$ cat src/wsc_pkg.sv
// Package with shared types, widths and codes for the workload statistics classifier.
`timescale 1ns / 1ps
`default_nettype none
package wsc_pkg;
	localparam int MaxProcesses = 4096;
	localparam int CntW         = 13;
	localparam int TickBits     = 24;
	localparam int BurstW       = 25;
	localparam int DivW         = 70;
	localparam int ValW         = 63;
	localparam int StatCount    = 17;

	// Stat identifiers.
	localparam logic [4:0] STAT_CLASS    = 5'd0;
	localparam logic [4:0] STAT_AVG_CPU  = 5'd10;
	localparam logic [4:0] STAT_AVG_PRI  = 5'd11;
	localparam logic [4:0] STAT_AVG_NICE = 5'd12;
	localparam logic [4:0] STAT_AVG_BUR  = 5'd13;
	localparam logic [4:0] STAT_MIN      = 5'd14;
	localparam logic [4:0] STAT_MAX      = 5'd15;
	localparam logic [4:0] STAT_VAR      = 5'd16;

	// Configuration register indexes.
	localparam logic [2:0] REG_LIGHT   = 3'd0;
	localparam logic [2:0] REG_MEDIUM  = 3'd1;
	localparam logic [2:0] REG_SYSCPU  = 3'd2;
	localparam logic [2:0] REG_CPUB    = 3'd3;
	localparam logic [2:0] REG_IOB     = 3'd4;
	localparam logic [2:0] REG_SMALLB  = 3'd5;
	localparam logic [2:0] REG_MEDB    = 3'd6;

	// Workload classes.
	localparam logic [2:0] CLS_LIGHT  = 3'd0;
	localparam logic [2:0] CLS_MEDIUM = 3'd1;
	localparam logic [2:0] CLS_HEAVY  = 3'd2;
	localparam logic [2:0] CLS_CPU    = 3'd3;
	localparam logic [2:0] CLS_IO     = 3'd4;
	localparam logic [2:0] CLS_MIXED  = 3'd5;
	localparam logic [2:0] CLS_INTER  = 3'd6;

	// Request to the shared divider.
	typedef struct packed {
		logic            start;
		logic [DivW-1:0] dividend;
		logic [CntW-1:0] divisor;
	} div_req_t;

	// Answer from the shared divider.
	typedef struct packed {
		logic            done;
		logic [DivW-1:0] quot;
		logic [CntW-1:0] rem;
	} div_rsp_t;
endpackage
`default_nettype wire

$ cat src/wsc_divider.sv
// Restoring divider, one quotient bit per cycle, shared by the averages and the variance.
`timescale 1ns / 1ps
`default_nettype none
module wsc_divider
	import wsc_pkg::*;
(
	input  wire logic     clk,
	input  wire logic     arst_n,
	input  wire div_req_t req,
	output div_rsp_t      rsp
);
	logic            busy_q;
	logic            done_q;
	logic [6:0]      step_q;
	logic [DivW-1:0] quot_q;
	logic [CntW-1:0] rem_q;
	logic [CntW-1:0] dsr_q;
	logic [CntW:0]   trial;

	// Shift in the next dividend bit and try a subtract.
	assign trial = {rem_q, quot_q[DivW-1]};

	// Control state of the iteration; the answer is flagged once the last bit has landed.
	always_ff @(posedge clk or negedge arst_n) begin
		if (!arst_n) begin
			busy_q <= 1'b0;
			done_q <= 1'b0;
			step_q <= '0;
		end else if (req.start) begin
			busy_q <= 1'b1;
			done_q <= 1'b0;
			step_q <= 7'(DivW - 1);
		end else if (busy_q) begin
			if (step_q == '0) begin
				busy_q <= 1'b0;
				done_q <= 1'b1;
			end else begin
				step_q <= step_q - 7'd1;
			end
		end else begin
			done_q <= 1'b0;
		end
	end

	// Datapath of the iteration.
	always_ff @(posedge clk) begin
		if (req.start) begin
			quot_q <= req.dividend;
			rem_q  <= '0;
			dsr_q  <= req.divisor;
		end else if (busy_q) begin
			if (trial >= {1'b0, dsr_q}) begin
				rem_q  <= CntW'(trial - {1'b0, dsr_q});
				quot_q <= {quot_q[DivW-2:0], 1'b1};
			end else begin
				rem_q  <= trial[CntW-1:0];
				quot_q <= {quot_q[DivW-2:0], 1'b0};
			end
		end
	end

	assign rsp.done = done_q;
	assign rsp.quot = quot_q;
	assign rsp.rem  = rem_q;
endmodule
`default_nettype wire

$ cat config.mk
export PLATFORM = sky130hd
export DESIGN_NAME = wsc_divider
export DESIGN_NICKNAME = d
export VERILOG_FILES = /design/src/wsc_pkg.sv /design/src/wsc_divider.sv
export SDC_FILE = /design/constraint.sdc
export NUM_CORES = 1
export LEC_CHECK = 0
export ABC_CLOCK_PERIOD_IN_PS = 2400
export BUFFER_PORTS_ARGS = -buffer_cell sky130_fd_sc_hd__buf_2
export CELL_PAD_IN_SITES_DETAIL_PLACEMENT = 1
export CELL_PAD_IN_SITES_GLOBAL_PLACEMENT = 1
export CORE_ASPECT_RATIO = 0.6
export CORE_MARGIN = 2
export CORE_UTILIZATION = 35
export CTS_CLUSTER_SIZE = 30
export DETAILED_ROUTE_END_ITERATION = 10
export PLACE_DENSITY = 0.75
export SLEW_MARGIN = 10
export SYNTH_ARGS = -nofsm -noshare
export SYNTH_HDL_FRONTEND = slang
export SYNTH_SLANG_ARGS = --single-unit
$ cat constraint.sdc
create_clock -name clk -period 2.4 [get_ports clk]
set_input_delay 0.36 -clock clk [delete_from_list [all_inputs] [get_ports clk]]
set_output_delay 0.36 -clock clk [all_outputs]
set_load 0.02 [all_outputs]
* After elaboration in Yosys (flattened, before gate mapping) *
Index checks and enable logic that the tools add are counted.
W data, S select, Z words.

storage, ports and cells
  output and inout port bits = 84
  bits in registers = 105
  latch bits = 0
  memories kept = 0
  memory bits (read-only) = 0
  bits in writable memories = 0
  word-level logic and storage cells = 27

operators by class
  muxes and demuxes = 13
  divide/modulo/power cells = 0
  bitwise gates (word level) = 0
  multiply operators = 0
  add/subtract/negate cells = 2
  $lt $le $gt $ge = 1
  shift-type cells = 0
  equal/unequal tests = 2
  reductions and logical operators = 3

operators by type and width
  cell                   count
  $mux W70               2
  $mux W7                3
  $ge A14 B13 Y1         1
  $mux W13               1
  $sub A13 B13 Y13       1
  $logic_not A7 Y1       1
  $mux W1                7
  $sub A7 B1 Y7 const B  1
  $ne A3 B2 Y1 const B   1
  $ne A2 B2 Y1 const B   1
  $reduce_and A2 Y1      1
  $reduce_bool A2 Y1     1

* Depth between registers and ports, before layout *
  depth after elaboration = 4
  mapped depth = 11

* Worst setup path after synthesis *
OpenSTA, ideal clock, no wires.

  path type = register -> register
  start = register quot_q[69]
  end = register rem_q[11]
  period minus slack after synthesis = 2.631 ns
  data arrival time = 2.543 ns
  cell stages (with the launch flop) = 12
  setup time = 0.088 ns
  slack = -0.231 ns
  data required time = 2.312 ns
  path buffers = 1
  cell sequence = edfxtp_1 -> inv_1 -> ha_1 -> inv_1 -> fa_1 -> a211oi_1 -> o21ai_1 -> a21oi_1 -> a21o_1 -> buf_2 -> nand3_1 -> a311oi_2

on the way
  word-level cells in the longest chain between the ends = 2
  elaborated cells on any way between the ends = 3
  classes of those cells = add/sub (1); order compare (1); mux (1)

ends and longest elaborated chain
  item                                                line                                  text
  start: declaration                                  wsc_divider.sv:15                     logic [DivW-1:0] quot_q;
  start signal: assignment                            wsc_divider.sv:48                     quot_q <= req.dividend;
  start signal: assignment                            wsc_divider.sv:54                     quot_q <= {quot_q[DivW-2:0], 1'b1};
  start signal: assignment                            wsc_divider.sv:57                     quot_q <= {quot_q[DivW-2:0], 1'b0};
  $sub A13 B13 Y13 or $ge A14 B13 Y1 (tied branches)  wsc_divider.sv:53, wsc_divider.sv:52
  $mux W13 (*)                                        wsc_divider.sv:52                     if (trial >= {1'b0, dsr_q}) begin
  end signal: assignment                              wsc_divider.sv:53                     rem_q <= CntW'(trial - {1'b0, dsr_q});
  end signal: assignment                              wsc_divider.sv:56                     rem_q <= trial[CntW-1:0];
  end: declaration                                    wsc_divider.sv:16                     logic [CntW-1:0] rem_q;

Every way passes the cells marked *; elsewhere a longest branch is shown, timed or not.
A chain may end at the register's enable or synchronous reset.

* Final worst setup path *
  start = register quot_q[69]
  end = register rem_q[12]

Same word-level chain as after synthesis.

==> run summary <==
The flow ran to the end, but the final reports show violations. The final reports fail on setup timing. Sequential cells were found to cover 58.1% of the synthesized design area.

Yosys printed 0 warnings. The final net count came out at approximately 670. After clock tree synthesis, the clock-pin slew on the worst setup and hold paths is 0.07 ns. The area overhead of the layout relative to synthesis came out at 32.8%. The maximum clock skew at final layout is 0.00856 ns. The via count of the first global-routing pass came out at 4026.

For this design the static power due to leakage is 2.93 nW. The site row count came out at 34. The number of max-slew violations in the final report is 0. The total clock buffers created by CTS is 9. In the routed design, unresolved DRC markers number 0. The class of the tightest hold or removal check is in -> reg. The routability congestion estimate from global placement is 0.829. The number of enable-type register cells in the synthesized netlist came out at just over 80. The headroom to the max-slew limit is roughly 70%. The effective utilization at floorplan came out at a little over a third. The overall fraction of global-route tracks in use came out at between 10% and 20%. The power dissipated by switching net loads is 2.23 mW.

The max-capacitance violation count is 0. The type of the worst setup path is reg -> reg. The register-to-register setup slack is -0.06 ns.

The post-detailed-route via-to-cell ratio is 4.99. The number of nets in the synthesized netlist is 484. After layout, the minimum clock period comes to 2.46 ns.

The wire length of the first global-routing pass is roughly 22000 µm. The count of antenna-violating nets left after detailed routing is 0. The area taken by flip-flops and latches is between 2000 and 3000 µm². The clock sink total is between 100 and 150. For the worst-skew pair, the clock arrives at the later sink with an insertion delay of 0.35 ns. The critical path ends at rem_q[12]. Detailed placement ended at an HPWL of 9850 µm.

The number of antenna diodes in the final layout is 0. The DRC marker count from the first detailed-route iteration is 180. The worst setup path is captured at a register.

Setup repair after global routing could not meet its margin everywhere. The number of vias after detailed routing is approximately 3800. The power per standard cell area came out at roughly 950 nW/µm². The average instance in the mapped netlist occupies about 13 µm².

STA puts the critical path data required time at between 2 and 3 ns. The final worst-path cycle share is 102%. The number of iterations in the first detailed-routing pass came out at 4. The biggest fanout along the worst timing path came out at 2. The die width came out at 160 µm.

The total congestion overflow is 0. The worst-case clock buffer depth is 2. The post-route netlist has 55.2% of its cells at a drive strength greater than 1. The actual transition at the worst max-transition pin is 0.479 ns. The netlist uses 52 different library cells. The fraction of power spent switching nets is 34.7%.

After detailed routing, the total wire length is 13800 µm. The post-detailed-route wirelength per cell is roughly 18 µm. The I/O pin count is 170. Summing all multi-input logic gate instances after layout gives 2110 µm². The area enclosed by the die boundary is around 16000 µm². Tracing the worst setup path back leads to its startpoint at quot_q[69]. Synthesis inferred 105 register bits. The final worst setup slack came out at -0.0552 ns. The origin of the critical flop-to-flop path is quot_q[69]. The number of hold-slack violations in the final timing report is 0. The core area came out at 14400 µm². The endpoint arrival time on the critical path came out at 2.71 ns. In this run, the clock network consumes 25.2% of the power.

The total standard cell area after synthesis came out at roughly 5100 µm². The gate count of the mapped netlist came out at 382. The internal power is approximately 4.2 mW.

The count of filler cells inserted in the layout came out at 1561. The worst setup path is launched from a register. The filler-free cell count of the finished design came out at 769. The utilization after layout came out at 47.3%. The share of total power dissipated in combinational logic is a little over a third. Among all flip-flop cells after synthesis, the most frequent one is edfxtp_1. The share of async-settable or async-resettable flops after synthesis is around 8.6%. The setup-violating endpoint count in the final report is 9. The endpoint identified for the worst register-to-register timing path is rem_q[12]. Across the VDD grid, the largest voltage drop is 0.443 mV. Clock tree synthesis selected as its root buffer the cell clkbuf_16. The initial antenna violation count is 0. The placed instance count came out at 746.

The total of buffers placed on input and output ports is 169. The number of cells on the worst reg-to-reg path is 10. The number of levels the H-tree was split into is 3.

TritonCTS built the clock tree. The pin count of the biggest net entering global routing is 71. Registers are responsible for between 30% and 40% of the overall power. The die height is ~98 µm. The maximum operating frequency came out at approximately 410 MHz.
-- worst min-delay path by stage --
stage          slack, ns  startpoint  cells after the start        end
4_1_cts             0.17     req[10]                      1  dsr_q[10]
5_1_grt             0.16      req[6]                      1   dsr_q[6]
3_5_place_dp        0.23      arst_n                      1  step_q[6]
2_1_floorplan       0.06      arst_n                      0     busy_q
6_report            0.19     req[11]                      1  dsr_q[11]
3_3_place_gp        0.23      arst_n                      1  step_q[6]
-- synth_stat cells (all sizes together) (2+ instances only) --
| master | instances | area [µm²] |
|---|---|---|
| o21ai | 15 | 75.1 |
| xor2 | 4 | 35.0 |
| ha | 15 | 188 |
| nand2 | 8 | 30.0 |
| mux2 | 71 | 800 |
| a31oi | 3 | 18.8 |
| nand3 | 15 | 75.1 |
| dfxtp | 13 | 260 |
| and2 | 2 | 15.0 |
| a31o | 2 | 17.5 |
| edfxtp | 83 | 2490 |
| a21oi | 13 | 76.3 |
| a21o | 6 | 45.0 |
| and3 | 3 | 23.8 |
| nand2b | 5 | 31.3 |
| a311oi | 11 | 115 |
| dfrtp | 9 | 225 |
| or3 | 2 | 12.5 |
| buf | 11 | 55.1 |
| nor2 | 20 | 75.1 |
| o311ai | 2 | 17.5 |
| a211oi | 3 | 22.5 |
| nor3 | 3 | 15.0 |
| or2 | 4 | 25.0 |
| o22ai | 2 | 12.5 |
| or3b | 3 | 28.8 |
| inv | 19 | 71.3 |
| nor4 | 4 | 25.0 |
| nor2b | 3 | 18.8 |
| xnor2 | 9 | 78.8 |
| clkbuf | 8 | 30.0 |
-- worst max-delay path, stage by stage, from the launching register on --
cell,delay (ns)
edfxtp_1,0.39
inv_1,0.07
ha_2,0.19
inv_2,0.04
fa_2,0.34
a211oi_2,0.28
o21ai_2,0.12
a2111o_1,0.46
nand4_1,0.11
o211ai_1,0.10
a311oi_1,0.27
-- flip-flops by register name, summed over array words and instances (netlist names) --
register / count
step_q: 7
quot_q: 70
dsr_q: 13
done_q: 1
busy_q: 1
rem_q: 13
-- layout by cell type, fill, tap and decap left out, types with 10 or more instances in the layout --
cell,count
a21oi_1,11
buf_2,168
mux2_2,71
inv_1,18
edfxtp_1,83
nand3_1,10
nor2_1,19
buf_4,16
dfxtp_1,13
ha_1,13
-- power groups by stage --
stage / clock [mW] / sequential [mW] / combinational (mW)
final: 1.63 / 2.46 / 2.35
after global routing: 1.74 / 2.50 / 2.54
after CTS: 1.68 / 2.45 / 2.17
after detailed placement: 0 / 2.49 / 2.16
after global placement: 0 / 2.47 / 2.09
after floorplan: 0 / 2.73 / 1.16
-- repair_timing --
action | in CTS | in global routing
endpoints found under the hold margin | 9 | 0
endpoints found under the setup margin | 0 | 14
hold buffers | 1 | 0
gates resized for setup | 0 | 25
buffers inserted | 0 | 5
-- cell families after synthesis --
| logic type | Yosys count | synth area share, % |
|---|---|---|
| buffers and inverters | 38 | 3.05 |
| muxes | 72 | 15.8 |
| adders and majority gates | 16 | 4.06 |
| xor gates and xnor gates | 13 | 2.22 |
| DFF | 105 | 58.1 |
| and+or+nand+nor | 75 | 7.77 |
| AOI/OAI and AO/OA | 63 | 8.94 |
-- layer usage --
| metal | track usage [%] | part of all wire [%] |
|---|---|---|
| met2 | 29.1 | 48 |
| met5 | 0 | 0 |
| met1 | 22.9 | 46 |
| met4 | 4.37 | 0.82 |
| met3 | 4.14 | 5.3 |
-- cell type report --
class | count | share of cell area [%]
tap | 198 | 3.64
multi-input combinational | 240 | 31.1
sequential | 105 | 43.8
clock inverter | 6 | 1.40
timing repair buffer | 191 | 15.7
clock buffer | 10 | 3.37
inverter | 19 | 1.05
-- metrics by stage --
step | hold slack [ns] | setup TNS, ns | total power [mW] | cell area [µm²] | worst slack, ns
after floorplan | 0.0644 | -0.116 | 3.89 | 5130 | -0.0421
after global placement | 0.230 | 0 | 4.56 | 6300 | 0.113
after detailed placement | 0.230 | 0 | 4.64 | 6300 | 0.0296
after CTS | 0.170 | 0 | 6.30 | 6640 | 0.00571
after global routing | 0.164 | -1.54 | 6.78 | 6800 | -0.163
final | 0.186 | -0.195 | 6.44 | 6800 | -0.0552
(Power assumes the default switching activity.)
